===== src/rtl/fbpa_pkg.sv =====
// Shared widths, codes and types of the fixed block pool allocator.
`default_nettype none

package fbpa_pkg;

    // Payload widths of the request, response and configuration beats.
    localparam int REQ_W       = 2;
    localparam int OFFSET_W    = 20;
    localparam int STATUS_W    = 2;
    localparam int COUNT_OUT_W = 9;
    localparam int FAIL_W      = 16;
    localparam int CFG_IDX_W   = 4;
    localparam int CFG_DATA_W  = 13;
    localparam int CFG_SIZE_W  = 13;
    localparam int CFG_COUNT_W = 9;

    // Effective block size after the alignment round-up and minimum clamp.
    localparam int SIZE_W = 14;

    // Register values after reset.
    localparam int CFG_SIZE_RST  = 8;
    localparam int CFG_COUNT_RST = 256;

    // Default geometry of the pool.
    localparam int MAX_BLOCKS_DEF = 256;
    localparam int ALIGNMENT_DEF  = 4;
    localparam int MIN_BLOCK_DEF  = 4;
    localparam int STK_IDX_W_DEF  = 8;

    // Request types.
    localparam logic [REQ_W-1:0] REQ_ALLOC = 2'd0;
    localparam logic [REQ_W-1:0] REQ_FREE  = 2'd1;
    localparam logic [REQ_W-1:0] REQ_RESET = 2'd2;

    // Response status codes.
    localparam logic [STATUS_W-1:0] STATUS_OK        = 2'd0;
    localparam logic [STATUS_W-1:0] STATUS_BAD_FREE  = 2'd1;
    localparam logic [STATUS_W-1:0] STATUS_EXHAUSTED = 2'd2;

    // Configuration register indexes.
    localparam logic [CFG_IDX_W-1:0] CFG_BLOCK_SIZE  = 4'd0;
    localparam logic [CFG_IDX_W-1:0] CFG_BLOCK_COUNT = 4'd1;

    // Shift control for the free stack cells.
    typedef struct packed {
        logic load;
        logic push;
        logic pop;
    } t_stk_ctl;

    typedef struct packed {
        logic [STATUS_W-1:0]    status;
        logic [OFFSET_W-1:0]    block_offset;
        logic [COUNT_OUT_W-1:0] blocks_in_use;
        logic [COUNT_OUT_W-1:0] peak_in_use;
        logic [FAIL_W-1:0]      failed_allocs;
    } t_result;

endpackage

`default_nettype wire


===== src/rtl/fbpa_cell.sv =====
// One entry of the free stack; shifts toward the top on pop and away from it on push.
`default_nettype none

module fbpa_cell #(
    parameter int IDX_W = fbpa_pkg::STK_IDX_W_DEF,
    parameter int IDX   = 0
) (
    input  wire logic               i_clk,
    input  wire logic               i_rst_n,
    input  wire fbpa_pkg::t_stk_ctl i_ctl,
    input  wire logic [IDX_W-1:0]   i_above,
    input  wire logic [IDX_W-1:0]   i_below,
    output logic      [IDX_W-1:0]   o_val
);

    logic [IDX_W-1:0] r_val;

    // A rebuilt list holds block k at depth k from the top.
    always_ff @(posedge i_clk) begin
        if (!i_rst_n || i_ctl.load) begin
            r_val <= IDX_W'(IDX);
        end else if (i_ctl.push) begin
            r_val <= i_above;
        end else if (i_ctl.pop) begin
            r_val <= i_below;
        end
    end

    assign o_val = r_val;

endmodule

`default_nettype wire


===== config.mk =====
export PLATFORM = sky130hd
export DESIGN_NAME = fbpa_cell
export DESIGN_NICKNAME = d
export VERILOG_FILES = /design/src/rtl/fbpa_pkg.sv /design/src/rtl/fbpa_cell.sv
export SDC_FILE = /design/constraint.sdc
export NUM_CORES = 1
export LEC_CHECK = 0
export BUFFER_PORTS_ARGS = -buffer_cell sky130_fd_sc_hd__buf_2
export CAP_MARGIN = 20
export CORE_AREA = 3 3 40 42
export DETAILED_ROUTE_END_ITERATION = 16
export DIE_AREA = 0 0 43 45
export PLACE_DENSITY = 0.59
export SLEW_MARGIN = 5
export SYNTH_ARGS = -nofsm -noshare
export SYNTH_HDL_FRONTEND = slang
export SYNTH_SLANG_ARGS = --single-unit

===== constraint.sdc =====
create_clock -name i_clk -period 0.9 [get_ports i_clk]
set_input_delay 0.18 -clock i_clk [delete_from_list [all_inputs] [get_ports i_clk]]
set_output_delay 0.18 -clock i_clk [all_outputs]
set_load 0.01 [all_outputs]

==> summary.txt <==
Worst setup path
  – Cell breakdown of the critical path: buf_6
  – Startpoint Class: flop
  – Buffers plus inverters on the worst setup path: 1
  – Biggest cell delay along the critical path: 320 ps
  – Crit-path slowest cell: dfxtp_2
  – Path type of the worst setup path: flop to primary output
  – Cell type group with the largest total delay on the critical path: flip-flops
  – WP data arrival: 700 ps
  – CP Max Fanout: 2
  – Type of element capturing the critical path: primary output
  – Data required time at the worst endpoint: 720 ps

Global route
  – Global-route met2 utilization: 0.1766
  – Global-route met3 utilization: 0.06375
  – Pin count of the biggest net entering global routing: 10
  – Vias in the first global route: 383
  – Initial antenna violation count: 0
  – First-pass GRT wire length: 1559 µm
  – Grt total ovfl: 0
  – Busiest metal layer after global routing: met2
  – GRT met1 Usage: 0.1366
  – Aggregate global-route resource usage: 0.1145

Synthesis
  – Most common flop cell mapped by yosys: dfxtp_1
  – Post-synthesis instance area: 375.4 µm²
  – Cell type with the largest total area after synthesis: dfxtp_1
  – Most area-consuming cells after synthesis: dfxtp_1, mux2i_1, a211oi_1
  – Async set or reset register ratio after synthesis: 0
  – Gate Count Post-Synth: 36
  – Number of flops mapped to enable cells by yosys: 0
  – Synthesized Nets: 57
  – YS warnings: 0
  – Distinct cells, synth: 8
  – Area share of the largest cell type after synthesis: 0.4267
  – Post-Syn Area per Cell: 10.43 µm²
  – Fraction of the yosys area taken by sequential cells: 0.4267
  – Count of state elements after synthesis: 8
  – Cell types with the highest counts after synthesis: a211oi_1, dfxtp_1, mux2i_1, nor2b_1

Final layout
  – P&R area growth vs syn: 60.33%
  – Ratio of cells with drive above 1 in the final layout: 0.6154
  – Final Util: 0.4684
  – Final nets: 88
  – Flip-flop count of the largest register after layout: 8
  – Count of fill cells added during filler insertion: 131
  – Antenna cell count: 0
  – Final instance count without filler cells: 80

Place
  – Number of cells in the design after placement: 77
  – Final weighted congestion in routability-driven placement: 0.6380
  – Half-perimeter wire length of the detailed placement result: 694.1 µm
  – IO buf count: 28

Clock tree
  – Clock tree from TritonCTS: yes
  – Clock slew seen by the registers of the worst setup and hold paths: 60 ps
  – Buffer cell driving the clock tree root: clkbuf_4
  – Number of hold buffers added after cts: 0
  – CTS H-tree lvls: 1
  – Buffer levels on the longest clock path: 2
  – Clock Sinks: 8
  – Post-CTS setup repair buffer count: 0
  – Number of buffers inserted during clock tree synthesis: 3
  – Clock latency reported for the late side of the worst-skew pair: 260 ps

Route
  – DRC violations left: 0
  – Detail-routed via count per cell: 4.625
  – Post-Route WL: 988 µm
  – Total via count after detailed routing: 370
  – Post-detailed-route wirelength per cell: 12.35 µm
  – Router iterations before antenna repair: 2
  – DRT iter0 DRCs: 1
  – Antenna viol nets, final: 0

STA
  – Max_slew headroom: 0.7751
  – Final Setup Violations: 0
  – Setup repair after global routing missed its margin: yes
  – Fin crit period: 878.7 ps
  – Count of final max-slew check failures: 0
  – Peak Freq: 1138 MHz
  – Period Utilization, post-route: 0.9763
  – Final count of hold timing violations: 0
  – Maximum clock skew at final layout: 0 ps
  – Total negative slack: 0 ps
  – Transition time at the pin with the least slew margin: 337.4 ps

Floorplanning
  – Core Box Area: 0.001285 mm²
  – Starting utilization of the core area: 0.2921
  – Area enclosed by the die boundary: 0.001935 mm²
  – IO Pins: 29
  – Row Count: 13
  – Die H: 45 µm
  – Die width: 43 µm

Power
  – Gate power share: 0.190
  – Register share of total power: 0.461
  – Net Switching: 0.2169 mW
  – Leakage power of the design: 0.2890 nW
  – Share of total power in the clock network: 0.349
  – Cell Pwr Density: 1396 mW/mm²
  – Worst vdd ir: 826.6 µV
  – Internal power component: 0.6231 mW
  – Sw frac: 0.2582

Worst hold path
  – Hold crit path type: primary input to flop

Outcome
  – Outcome: finished, final reports clean

Job
  – # Max-Cap Violations: 0
worst paths after layout:
check                         from                    end  slack, ps  cells after the start
max          o_val[1]$_SDFFE_PP0P_               o_val[1]         20                      1
min                     i_above[1]  o_val[1]$_SDFFE_PP0P_        200                      3
max reg2reg  o_val[6]$_SDFFE_PP0P_  o_val[6]$_SDFFE_PP0P_        160                      2
min reg2reg  o_val[1]$_SDFFE_PP0P_  o_val[1]$_SDFFE_PP0P_        560                      2
power groups by stage:
stage	logic [mW]	clock network, mW	registers [mW]
after detailed placement	0.140	0	0.387
after global routing	0.176	0.318	0.390
after CTS	0.141	0.300	0.381
after global placement	0.140	0	0.387
final	0.160	0.293	0.387
after floorplan	0.0652	0	0.396
timing repair:
item | CTS | global route
pin swaps | 0 | 0
gates cloned | 0 | 0
resized for setup | 4 | 12
endpoints found under the setup margin | 4 | 8
through the flow:
step	setup slack [ps]	area, µm²	hold WS (ps)	total power [mW]
after detailed placement	15.98	519.2	487.4	0.5273
after global routing	-2.599	601.8	223.7	0.8847
after global placement	28.74	519.2	478.8	0.5267
after CTS	0.7275	546.8	200.5	0.8225
final	21.32	601.8	203.1	0.8400
after floorplan	173.7	375.4	363.9	0.4615
metal layers:
metal  vias to the layer above  wire, µm
met5                         -         0
met4                         0        10
met3                         2       132
met2                        22       417
met1                       158       427
li1                        188         -
area by class of cell:
type,count,area [µm²],share of cell area
clock buffers,3,22.52,0.03742
inverters,1,3.754,0.006237
multi-input cells,25,196.4,0.3264
flip-flops and latches,8,170.2,0.2827
well taps,15,18.77,0.03119
repair buffers,28,190.2,0.3160
cell usage in the layout, fill, tap and decap left out, drive strengths merged:
master  instances
dfxtp           8
mux2i           8
nand2b          1
buf            28
a211oi          8
inv             1
clkbuf          3
nor2b           8
cells by family after synthesis:
| kind of cell | share of synthesized area |
|---|---|
| compound gates | 0.1600 |
| buf+inv | 0.04998 |
| simple gates | 0.1500 |
| mux | 0.2133 |
| flops | 0.4267 |
(Power assumes the default switching activity.)
