File: config.mk
export PLATFORM = sky130hd
export DESIGN_NAME = fbpa_div
export DESIGN_NICKNAME = d
export VERILOG_FILES = /design/src/rtl/fbpa_pkg.sv /design/src/rtl/fbpa_div.sv
export SDC_FILE = /design/constraint.sdc
export NUM_CORES = 1
export LEC_CHECK = 0
export ABC_AREA = 1
export BUFFER_PORTS_ARGS = -buffer_cell sky130_fd_sc_hd__buf_2
export CORE_AREA = 2 2 84 86
export DETAILED_ROUTE_END_ITERATION = 8
export DIE_AREA = 0 0 86 88
export PLACE_DENSITY = 0.87
export SETUP_SLACK_MARGIN = 0.2
export SLEW_MARGIN = 5
export SYNTH_ARGS = -nofsm -noshare
export SYNTH_HDL_FRONTEND = slang
export SYNTH_SLANG_ARGS = --single-unit
File: constraint.sdc
create_clock -name i_clk -period 2 [get_ports i_clk]
set_input_delay 0.2 -clock i_clk [delete_from_list [all_inputs] [get_ports i_clk]]
set_output_delay 0.2 -clock i_clk [all_outputs]
set_load 0.1 [all_outputs]
File: src/rtl/fbpa_pkg.sv
// Shared widths, codes and types of the fixed block pool allocator.
`default_nettype none

package fbpa_pkg;

    // Payload widths of the request, response and configuration beats.
    localparam int REQ_W       = 2;
    localparam int OFFSET_W    = 20;
    localparam int STATUS_W    = 2;
    localparam int COUNT_OUT_W = 9;
    localparam int FAIL_W      = 16;
    localparam int CFG_IDX_W   = 4;
    localparam int CFG_DATA_W  = 13;
    localparam int CFG_SIZE_W  = 13;
    localparam int CFG_COUNT_W = 9;

    // Effective block size after the alignment round-up and minimum clamp.
    localparam int SIZE_W = 14;

    // Register values after reset.
    localparam int CFG_SIZE_RST  = 8;
    localparam int CFG_COUNT_RST = 256;

    // Default geometry of the pool.
    localparam int MAX_BLOCKS_DEF = 256;
    localparam int ALIGNMENT_DEF  = 4;
    localparam int MIN_BLOCK_DEF  = 4;
    localparam int STK_IDX_W_DEF  = 8;

    // Request types.
    localparam logic [REQ_W-1:0] REQ_ALLOC = 2'd0;
    localparam logic [REQ_W-1:0] REQ_FREE  = 2'd1;
    localparam logic [REQ_W-1:0] REQ_RESET = 2'd2;

    // Response status codes.
    localparam logic [STATUS_W-1:0] STATUS_OK        = 2'd0;
    localparam logic [STATUS_W-1:0] STATUS_BAD_FREE  = 2'd1;
    localparam logic [STATUS_W-1:0] STATUS_EXHAUSTED = 2'd2;

    // Configuration register indexes.
    localparam logic [CFG_IDX_W-1:0] CFG_BLOCK_SIZE  = 4'd0;
    localparam logic [CFG_IDX_W-1:0] CFG_BLOCK_COUNT = 4'd1;

    // Shift control for the free stack cells.
    typedef struct packed {
        logic load;
        logic push;
        logic pop;
    } t_stk_ctl;

    typedef struct packed {
        logic [STATUS_W-1:0]    status;
        logic [OFFSET_W-1:0]    block_offset;
        logic [COUNT_OUT_W-1:0] blocks_in_use;
        logic [COUNT_OUT_W-1:0] peak_in_use;
        logic [FAIL_W-1:0]      failed_allocs;
    } t_result;

endpackage

`default_nettype wire

File: src/rtl/fbpa_div.sv
// Radix-2 restoring divider of a byte offset by the block size, one quotient bit per cycle.
`default_nettype none

module fbpa_div (
    input  wire logic                           i_clk,
    input  wire logic                           i_rst_n,
    input  wire logic                           i_start,
    input  wire logic [fbpa_pkg::OFFSET_W-1:0]  i_dividend,
    input  wire logic [fbpa_pkg::SIZE_W-1:0]    i_divisor,
    output logic                                o_done,
    output logic      [fbpa_pkg::OFFSET_W-1:0]  o_quotient,
    output logic      [fbpa_pkg::SIZE_W-1:0]    o_remainder
);

    localparam int CntW = $clog2(fbpa_pkg::OFFSET_W + 1);

    logic                           r_busy;
    logic                           r_done;
    logic [CntW-1:0]                r_cnt;
    logic [fbpa_pkg::OFFSET_W-1:0]  r_quo;
    logic [fbpa_pkg::SIZE_W-1:0]    r_rem;
    logic [fbpa_pkg::SIZE_W-1:0]    r_dvs;
    logic [fbpa_pkg::SIZE_W:0]      trial;
    logic [fbpa_pkg::SIZE_W:0]      diff;
    logic                           take;

    // The partial remainder stays below the divisor, so the trial value fits one extra bit.
    always_comb begin
        trial = {r_rem, r_quo[fbpa_pkg::OFFSET_W-1]};
        diff  = trial - {1'b0, r_dvs};
        take  = (trial >= {1'b0, r_dvs});
    end

    always_ff @(posedge i_clk) begin
        if (!i_rst_n) begin
            r_busy <= 1'b0;
            r_done <= 1'b0;
            r_cnt  <= '0;
        end else if (i_start) begin
            r_busy <= 1'b1;
            r_done <= 1'b0;
            r_cnt  <= CntW'(fbpa_pkg::OFFSET_W);
        end else if (r_busy) begin
            r_cnt <= r_cnt - 1'b1;
            if (r_cnt == CntW'(1)) begin
                r_busy <= 1'b0;
                r_done <= 1'b1;
            end
        end else begin
            r_done <= 1'b0;
        end
    end

    always_ff @(posedge i_clk) begin
        if (i_start) begin
            r_quo <= i_dividend;
            r_rem <= '0;
            r_dvs <= i_divisor;
        end else if (r_busy) begin
            r_quo <= {r_quo[fbpa_pkg::OFFSET_W-2:0], take};
            r_rem <= take ? diff[fbpa_pkg::SIZE_W-1:0] : trial[fbpa_pkg::SIZE_W-1:0];
        end
    end

    assign o_done      = r_done;
    assign o_quotient  = r_quo;
    assign o_remainder = r_rem;

endmodule

`default_nettype wire

==> results of run 1 <==
## how the worst min path moves through the flow
stage / startpoint / end / slack (ps) / cells past startpoint
global placement: i_divisor[8] / r_dvs[8]$_DFFE_PP_ / 380 / 1
detailed placement: i_divisor[13] / r_dvs[13]$_DFFE_PP_ / 380 / 1
global route: i_divisor[0] / r_dvs[0]$_DFFE_PP_ / 30 / 1
floorplan: i_divisor[0] / r_dvs[0]$_DFFE_PP_ / 300 / 0
CTS: i_divisor[8] / r_dvs[8]$_DFFE_PP_ / 30 / 1
finish: i_divisor[2] / r_dvs[2]$_DFFE_PP_ / 40 / 1
## metal layers
layer	wire length [um]	share of wire
met5	0	0
met4	563	0.055
met3	1020	0.10
met2	4813	0.47
met1	3826	0.37
## cells in the mapped netlist (all sizes together) (3+ instances only)
library cell	n
a21oi	10
buf	4
nand4	6
edfxtp	34
inv	71
nand2	164
ha	17
clkbuf	7
nand3	45
o21ai	8
nor2	24
xnor2	4
dfxtp	21
a31oi	3
nand3b	8
## state kept, by name (all words and copies together) (netlist names)
register / count
o_quotient: 20
o_remainder: 14
r_busy: 1
o_done: 1
r_dvs: 14
r_cnt: 5
## what timing repair did
action	4_1_cts	5_1_grt
cloned	1	1
setup buffers	3	3
pin swaps	9	14
setup endpoints to repair	15	15
gates resized for setup	18	40
## worst max-delay path, cell delays in order (launching register included)
cell,delay (ps)
edfxtp_1,390
inv_1,110
ha_4,240
nand2_4,110
inv_2,50
nand2_1,90
nand2_2,80
inv_2,100
nor2_4,50
nor2_4,110
buf_6,170
nand3_1,110
nand3_1,120
o21ai_1,70
## cell type report
| class | instances | area (sq um) |
|---|---|---|
| fill | 471 | 2165 |
| inverter | 71 | 269.0 |
| clock buffer | 5 | 68.82 |
| timing repair buffer | 85 | 467.9 |
| tap | 80 | 100.1 |
| multi-input combinational | 299 | 2087 |
| sequential | 55 | 1458 |
| clock inverter | 3 | 28.78 |
## power breakdown
part | total [mW] | internal (mW) | switching (mW)
combinational | 0.852 | 0.220 | 0.632
clock | 0.707 | 0.266 | 0.441
sequential | 1.34 | 1.29 | 0.0428
## kinds of logic (layout without fill, tap and decap cells)
| family | count (synthesis) | after routing | share of synthesized area |
|---|---|---|---|
| AO/OA/AOI/OAI | 23 | 23 | 0.04239 |
| XOR/XNOR | 5 | 5 | 0.01236 |
| adder cells (fa/ha/maj) | 18 | 18 | 0.06570 |
| buffers and inverters | 82 | 164 | 0.1007 |
| AND/OR/NAND/NOR | 251 | 253 | 0.3720 |
| flip-flops | 55 | 55 | 0.4069 |
==> key figures, run 1 <==
Run status
  • Status: complete, no violations

Floorplan
  • Die Area: ~7600 sq um
  • Site Rows: 30
  • Initial Util: 0.5331
  • Die height: about 88 um
  • Die W: 86 um
  • Core footprint: 6644 sq um
  • IO Pins: approximately 70

Timing
  • Final setup violation count: 0
  • Final Hold Fails: 0
  • Fin crit period: roughly 1900 ps
  • Setup WS post-layout: about 100 ps
  • RSZ-0062 raised after global routing: true
  • Crit share post-route: 0.9510
  • Final hold slack: 36.93 ps
  • Worst slew pin tran: 620.8 ps
  • Final Max Tran Viols: 0
  • Rel. slew slack: 0.5857
  • FMAX: approximately 530 MHz
  • Worst Clk Skew: just under 8 ps
  • Setup TNS: 0 ps

Hold path
  • Hold Path Class: in2reg

Power
  • Power, Total: 2.895 mW
  • Pwr Density: about 650 nW/um^2
  • P_leak: ~2.3 nW
  • Max VDD drop: between 0.5 and 0.6 mV

Global route
  • First-pass GRT wire length: ~14 mm
  • GR Util met2: 0.4109
  • Initial antenna violation count: 0
  • Met1 usage: 0.2970
  • Met3 Track Usage GR: 0.06032
  • Largest net degree at the start of global routing: 37
  • Overflow after GRT: 0
  • Total track usage: 0.2442
  • Global route hottest layer: met2
  • Number of global-route vias before repair: just over 3000

Cells and area
  • Antenna fix cells: 0
  • Core Util, Final: 0.6742
  • Most common cell after layout, fill and taps aside: nand2_1
  • Most frequent cells in the layout: nand2_1, buf_2, inv_1
  • Design Area, Final: 4479 sq um
  • Syn-to-layout area delta: 26.46%
  • Layout cell share with drive strength beyond 1: 0.4073
  • Layout Nets: approximately 570
  • Non-Filler Instances: roughly 600

Route
  • Vias: between 3000 and 4000
  • Vias/cell: about 5.7
  • Antenna viol nets, final: 0
  • TritonRoute pass-1 iters: 6
  • Total Wirelength: between 10 and 15 mm
  • DRC: 0
  • Drt wl/cell: approximately 17 um
  • Drt initial violations: around 400

Setup path
  • CP endpoint: o_remainder[0]$_SDFFE_PP0P_
  • Worst reg2reg path depth: 13
  • Required time of the critical path: 2230 ps
  • Max Fanout on Critical Path: 7
  • CP Data Arrival Time: 2140 ps
  • Nature of the critical path endpoint: flop
  • FF-to-FF Start: r_dvs[9]$_DFFE_PP_
  • Startpoint class of the critical path: flop
  • Setup CP Type: reg2reg
  • Crit path launch: r_dvs[9]$_DFFE_PP_
  • Worst reg2reg path endpoint: o_remainder[0]$_SDFFE_PP0P_
  • Reg2Reg Setup Slack: 100 ps

Yosys
  • Flops & latches, synth: 55
  • Ys Warns: 0
  • Gate Count Post-Synth: 434
  • Yosys top cell area share: 0.2882
  • Cell taking the most area after synthesis: edfxtp_1
  • Synth top area cells: edfxtp_1, nand2_1, dfxtp_1
  • Mapped cell area: between 3000 and 4000 sq um
  • Netlist cell types: 37
  • Mapped Nets: between 400 and 500
  • Post-synth EDFFs: 34
  • Seq/Total Area, Yosys: 0.4069
  • Post-synth ARST share: 0
  • Average cell area after synthesis: 8.162 sq um
  • Synth Flop Type: edfxtp_1

Clock tree
  • CTS tree: yes
  • CTS Buf Count: 5
  • TritonCTS Sinks: 55
  • Clock Tree Root: clkbuf_8
  • Clock Tree Buf Depth: 2
  • Cts-stage hold buffer count: 0
  • Clk slew on worst S/H paths: approximately 110 ps
  • Worst-skew pair later-pin latency: 330 ps
  • CTS H-Tree Depth: 2

Placement
  • Dpl cells: about 580
  • Placer Congestion: between 0.9 and 1
  • Final HPWL from detailed placement: 6.260 mm
  • Buffers added on ports: 71
  • Post-Place Setup Slack: ~120 ps
  • Placed Area: 4003 sq um

Job
  • Max-cap violation count: 0
Power figures use the tool's default switching activity.
==> run 2: changes to the inputs <==
REMOVE_ABC_BUFFERS = 1   (was not set)
==> run 2 against run 1 <==
Net effect:
- worst setup slack got worse by 58 ps
- first-iteration DRC count fell by 25%
- non-clock buffer count up 5
- flip-flop and latch count unchanged
- clock skew up 3.8 ps
- power shrank 1.1%
- final cell count grew 0.84%
- fmax is 3.0% lower
- design area increased by 1.3%
- register-to-register slack got worse by 60 ps
- global-route usage down 2.6 points
- critical path type unchanged
- critical endpoint is now o_remainder[2]$_SDFFE_PP0P_
- highest routed layer unchanged
==> key figures, run 2 (synthesis results as in run 1) <==
Run status
  • Status: complete, no violations

Timing
  • Crit share post-route: 0.9802
  • Final setup violation count: 0
  • Setup TNS: 0 ps
  • FMAX: a little over 500 MHz
  • Final Max Tran Viols: 0
  • Rel. slew slack: 0.5398
  • Worst slew pin tran: 689.6 ps
  • Worst Clk Skew: between 10 and 15 ps
  • Setup WS post-layout: just under 40 ps
  • RSZ-0062 raised after global routing: true
  • Fin crit period: 1960 ps
  • Final Hold Fails: 0

Placement
  • Post-Place Setup Slack: -20.29 ps
  • Buffers added on ports: just over 70
  • Placed Area: approximately 4000 sq um
  • Final HPWL from detailed placement: ~5.9 mm
  • Placer Congestion: around 0.87

Power
  • P_leak: ~2.3 nW
  • Power, Total: about 2.9 mW
  • Pwr Density: 630.6 nW/um^2
  • Max VDD drop: approximately 0.52 mV

Cells and area
  • Syn-to-layout area delta: 28.15%
  • Most common cell after layout, fill and taps aside: nand2_1
  • Core Util, Final: 0.6832
  • Layout cell share with drive strength beyond 1: 0.3996
  • Layout Nets: 577
  • Max FFs per register: 20
  • Most frequent cells in the layout: nand2_1, buf_2, inv_1
  • Design Area, Final: 4539 sq um
  • Antenna fix cells: 0

Route
  • Antenna viol nets, final: 0
  • TritonRoute pass-1 iters: 6
  • Vias/cell: 5.662
  • Total Wirelength: a little under 10 mm
  • Vias: about 3400
  • Drt wl/cell: between 15 and 20 um
  • DRC: 0
  • Drt initial violations: between 300 and 400

Clock tree
  • Clock Tree Buf Depth: 2
  • CTS H-Tree Depth: 2
  • Cts-stage hold buffer count: 0
  • Clk slew on worst S/H paths: 110 ps
  • TritonCTS Sinks: between 50 and 60
  • CTS tree: yes
  • Clock Tree Root: clkbuf_8
  • CTS Buf Count: 5
  • Worst-skew pair later-pin latency: between 300 and 400 ps

Setup path
  • Nature of the critical path endpoint: flop
  • Worst reg2reg path depth: 13
  • CP Data Arrival Time: 2220 ps
  • Worst reg2reg path endpoint: o_remainder[2]$_SDFFE_PP0P_
  • CP delay by family, top: simple AND/OR/NAND/NOR gates
  • Max stage delay on crit path: 440 ps
  • Max Fanout on Critical Path: 8
  • Critical path, cell by cell: inv_2, buf_6, ha_4, inv_1, nand3_1, nand2_2, nand2_2, nand2_4, nand2_4, nand3_4, nand2_1, nand2_1, o21ai_1
  • Reg2Reg Setup Slack: roughly 40 ps
  • CP max-delay cell: edfxtp_1
  • Setup CP Type: reg2reg
  • Required time of the critical path: 2260 ps
  • WP buf/inv: 3
  • Startpoint class of the critical path: flop
  • FF-to-FF Start: o_quotient[19]$_DFFE_PP_

Hold path
  • Hold Path Class: in2reg
  • HP Start: i_divisor[1]
  • Hold Crit Endpoint: r_dvs[1]$_DFFE_PP_
  • Hold path depth: 1

Floorplan
  • Initial Util: 0.5331
  • Die W: 86 um
  • Core footprint: 6644 sq um
  • Site Rows: 30
  • Die Area: 7568 sq um
  • IO Pins: between 70 and 80
  • Die height: 88 um

Global route
  • Initial antenna violation count: 0
  • Overflow after GRT: 0
  • Total track usage: 0.2179
  • Number of global-route vias before repair: roughly 3000
  • Largest net degree at the start of global routing: 28
  • First-pass GRT wire length: about 13 mm

Job
  • Max-cap violation count: 0
-- run 2: changes by cell type in the layout (fill, tap and decap cells not counted), moves of 2 or more --
cell,change
dfxtp_1,+11
dfxtp_2,-11
inv_6,-2
nand2_4,-3
buf_4,+4
nand2_2,+4
-- run 2: worst reg2reg max path: cells and delay by family, from the launching register on --
family	cells	cell delay, ps
buf+inv	3	290
compound gates	1	170
fa+ha+maj	1	130
flops	1	440
simple gates	8	870
-- run 2: per-layer routing --
layer	routed length [um]	vias up	track usage
met5	0	-	0
met2	4742	201	0.3735
met1	3706	1591	0.2607
met4	494	0	0.08369
met3	857	66	0.06126
li1	-	1556	-
-- run 2: report_power, final --
| part | internal [mW] | total (mW) | switching [mW] | leakage (nW) |
|---|---|---|---|---|
| clock network | 0.258 | 0.664 | 0.406 | 0.0463 |
| registers | 1.29 | 1.34 | 0.0452 | 0.514 |
| logic | 0.228 | 0.860 | 0.632 | 1.76 |
| total | 1.78 | 2.86 | 1.08 | 2.32 |
-- run 2: what timing repair did --
| action | in CTS | in global routing |
|---|---|---|
| pin swaps | 2 | 20 |
| endpoints found under the setup margin | 15 | 15 |
| setup buffers | 1 | 9 |
| resized for setup | 12 | 59 |
| gates cloned | 1 | 1 |
-- run 2: final cells by class --
| cell class | count | area (sq um) |
|---|---|---|
| inverters | 71 | 269.0 |
| repair buffers | 90 | 509.2 |
| fillers | 479 | 2105 |
| multi-input cells | 299 | 2121 |
| well taps | 80 | 100.1 |
| flip-flops and latches | 55 | 1444 |
| clock inverters | 3 | 27.53 |
| clock buffers | 5 | 68.82 |
-- run 2: through the flow --
stage / std cells / hold slack, ps
after floorplan: 423 / 298.9
after global placement: 583 / 375.9
after detailed placement: 583 / 378.1
after CTS: 593 / 47.80
after global routing: 603 / 36.92
final: 603 / 43.41
-- run 2: worst max path at each step --
stage / from / endpoint / slack, ps / cells after the start
2_1_floorplan: o_remainder[8]$_SDFFE_PP0P_ / o_remainder[0]$_SDFFE_PP0P_ / -460 / 11
3_3_place_gp: o_quotient[19]$_DFFE_PP_ / o_remainder[6]$_SDFFE_PP0P_ / 60 / 11
3_5_place_dp: o_quotient[19]$_DFFE_PP_ / o_remainder[6]$_SDFFE_PP0P_ / -20 / 11
4_1_cts: o_quotient[19]$_DFFE_PP_ / o_remainder[6]$_SDFFE_PP0P_ / 140 / 11
5_1_grt: o_quotient[19]$_DFFE_PP_ / o_remainder[6]$_SDFFE_PP0P_ / -5 / 11
6_report: o_quotient[19]$_DFFE_PP_ / o_remainder[2]$_SDFFE_PP0P_ / 40 / 13
==> run 3: changes to the inputs <==
ABC_AREA = not set   (was 1)
CORE_AREA = 2 2 78 80   (was 2 2 84 86)
DIE_AREA = 0 0 80 82   (was 0 0 86 88)
PLACE_DENSITY = 0.86   (was 0.87)
==> run 3 against run 2 <==
Net effect:
- the run now ends with negative setup slack left
- design area fell by 13%
- clock skew fell by 1.9 ps
- power rose by 20%
- sequential share of layout area rose by 4.8 points
- utilization rose by 0.23 points
- first-iteration DRC count fell by 71%
- flip-flop and latch count did not move
- final cell count fell by 26%
- via count fell by 32%
- highest routed layer unchanged
- worst hold slack improved by 17 ps
==> key figures, run 3 <==
Global route
  • Overflow after GRT: 0
  • Initial antenna violation count: 0
  • Largest net degree at the start of global routing: 29
  • Total track usage: 0.2061
  • First-pass GRT wire length: about 10 mm
  • Number of global-route vias before repair: around 2300

Setup path
  • Startpoint class of the critical path: flop
  • Max Fanout on Critical Path: 3
  • Most frequent CP cell: buf_6
  • Max stage delay on crit path: around 430 ps
  • CP Data Arrival Time: between 2000 and 3000 ps
  • CP delay by family, top: compound AO/OA/AOI/OAI gates
  • Nature of the critical path endpoint: flop
  • CP max-delay cell: edfxtp_1
  • Critical path, cell by cell: inv_2, buf_4, buf_6, ha_4, nand2b_4, a21oi_4, o31a_2, o22ai_4, o21ai_4, buf_6, buf_6, mux2i_1, a211oi_1
  • WP buf/inv: 5
  • Setup CP Type: reg2reg
  • Required time of the critical path: 2220 ps

Route
  • Drt initial violations: 88
  • Drt wl/cell: around 15 um
  • Vias: between 2000 and 2500
  • DRC: 0
  • Antenna viol nets, final: 0
  • Vias/cell: slightly above 5
  • Total Wirelength: 6.809 mm
  • TritonRoute pass-1 iters: 4

Cells and area
  • Most frequent cells in the layout: buf_2, buf_4, edfxtp_1
  • Most common cell after layout, fill and taps aside: buf_2
  • Core Util, Final: 0.6855
  • Design Area, Final: 3939 sq um
  • Syn-to-layout area delta: 35.46%
  • Max FFs per register: 20
  • Antenna fix cells: 0
  • Layout Nets: between 400 and 500
  • Fill cell count: around 440
  • Layout cell share with drive strength beyond 1: 0.4840
  • Non-Filler Instances: ~450

Placement
  • Buffers added on ports: 71
  • Post-Place Setup Slack: -568.1 ps
  • Final HPWL from detailed placement: roughly 4.5 mm
  • Dpl cells: ~430
  • Placed Area: roughly 3700 sq um
  • Placer Congestion: approximately 0.87

Yosys
  • Netlist cell types: 46
  • Most frequent cell after synthesis: edfxtp_1
  • Gate Count Post-Synth: about 250
  • Seq/Total Area, Yosys: 0.4957
  • Mapped cell area: 2908 sq um
  • Yosys top cell area share: 0.3511
  • Post-synth ARST share: 0
  • Synth top area cells: edfxtp_1, dfxtp_1, mux2_2
  • Flops & latches, synth: 55
  • Most frequent cells after synthesis: edfxtp_1, dfxtp_1, inv_1, mux2_2, nor2_1
  • Ys Warns: 0
  • Synth Flop Type: edfxtp_1
  • Cell taking the most area after synthesis: edfxtp_1
  • Post-synth EDFFs: 34
  • Average cell area after synthesis: between 10 and 15 sq um

Floorplan
  • Core footprint: 5746 sq um
  • Site Rows: 28
  • Die Area: between 6000 and 7000 sq um
  • Die height: a little over 80 um
  • Die W: about 80 um
  • Initial Util: 0.5061
  • IO Pins: between 70 and 80

Timing
  • RSZ-0062 raised after global routing: true
  • FMAX: ~410 MHz
  • Final Max Tran Viols: 0
  • Worst Clk Skew: between 9 and 10 ps
  • Rel. slew slack: 0.5798
  • Fin crit period: 2448 ps
  • Setup TNS: -5319 ps
  • Setup WS post-layout: -448.0 ps
  • Final setup violation count: 15
  • Final hold slack: roughly 60 ps
  • Worst slew pin tran: roughly 630 ps
  • Final Hold Fails: 0
  • Crit share post-route: 1.224

Run status
  • Failing checks: negative setup slack
  • Status: complete, but fails checks

Clock tree
  • Clock Tree Root: clkbuf_8
  • Clk slew on worst S/H paths: about 100 ps
  • Cts-stage hold buffer count: 0
  • CTS Buf Count: 5
  • CTS H-Tree Depth: 2
  • Clock Tree Buf Depth: 2
  • Worst-skew pair later-pin latency: just over 300 ps
  • CTS tree: yes
  • TritonCTS Sinks: 55

Power
  • Max VDD drop: 0.5588 mV
  • Power, Total: approximately 3.4 mW
  • P_leak: around 1.8 nW
  • Pwr Density: 873.6 nW/um^2

Hold path
  • Hold Path Class: in2reg

Job
  • Max-cap violation count: 0
run 3: changes by cell type after synthesis, moves of 13 or more:
cell / before / now
mux2_2: 0 / 20
a211oi_1: 0 / 13
nand2_2: 16 / 0
nand3_2: 15 / 0
inv_1: 61 / 21
nand2_1: 144 / 11
nand3_1: 28 / 1
run 3: worst reg2reg max path, cell delays in order (launching register included):
cell	delay (ps)
edfxtp_1	430
inv_2	100
buf_4	110
buf_6	90
ha_4	120
nand2b_4	130
a21oi_4	60
o31a_2	370
o22ai_4	210
o21ai_4	120
buf_6	160
buf_6	110
mux2i_1	100
a211oi_1	240
run 3: kinds of logic after synthesis:
| logic type | Yosys count | synth area share |
|---|---|---|
| AOI/OAI and AO/OA | 49 | 0.1278 |
| xor gates and xnor gates | 15 | 0.04518 |
| adders and majority gates | 18 | 0.08003 |
| buffers and inverters | 29 | 0.04303 |
| DFF | 55 | 0.4957 |
| muxes | 33 | 0.1226 |
| and+or+nand+nor | 50 | 0.08563 |
run 3: timing repair:
item,in CTS,in global routing
setup buffers,7,2
setup endpoints to repair,15,15
resized for setup,14,12
pin swaps,18,7
cloned,1,0
run 3: metal layers:
metal | up-vias | GRT usage | share of wire
met5 | - | 0 | 0
met4 | 0 | 0.07627 | 0.016
met3 | 12 | 0.04176 | 0.046
met2 | 68 | 0.3617 | 0.52
met1 | 1075 | 0.2514 | 0.42
li1 | 1154 | - | -
run 3: path summary, 6_finish.rpt:
check	from	endpoint	slack, ps	depth (start not counted)
max	o_quotient[19]$_DFFE_PP_	o_remainder[1]$_SDFFE_PP0P_	-450	13
min	i_divisor[2]	r_dvs[2]$_DFFE_PP_	60	1
max reg2reg	o_quotient[19]$_DFFE_PP_	o_remainder[1]$_SDFFE_PP0P_	-450	13
min reg2reg	o_done$_SDFFE_PP0P_	o_done$_SDFFE_PP0P_	460	2
run 3: cell type report:
cell class,instances,area (sq um),area share
clock buffers,5,68.82,0.01747
flip-flops and latches,55,1441,0.3659
multi-input cells,165,1429,0.3628
repair buffers,126,813.3,0.2065
clock inverters,2,13.76,0.003494
inverters,21,78.83,0.02001
well taps,75,93.84,0.02382
run 3: power by group:
part	internal (mW)	leakage [nW]	total [mW]	switching [mW]
sequential	1.32	0.511	1.37	0.0529
combinational	0.530	1.20	1.48	0.951
clock	0.240	0.0440	0.588	0.348
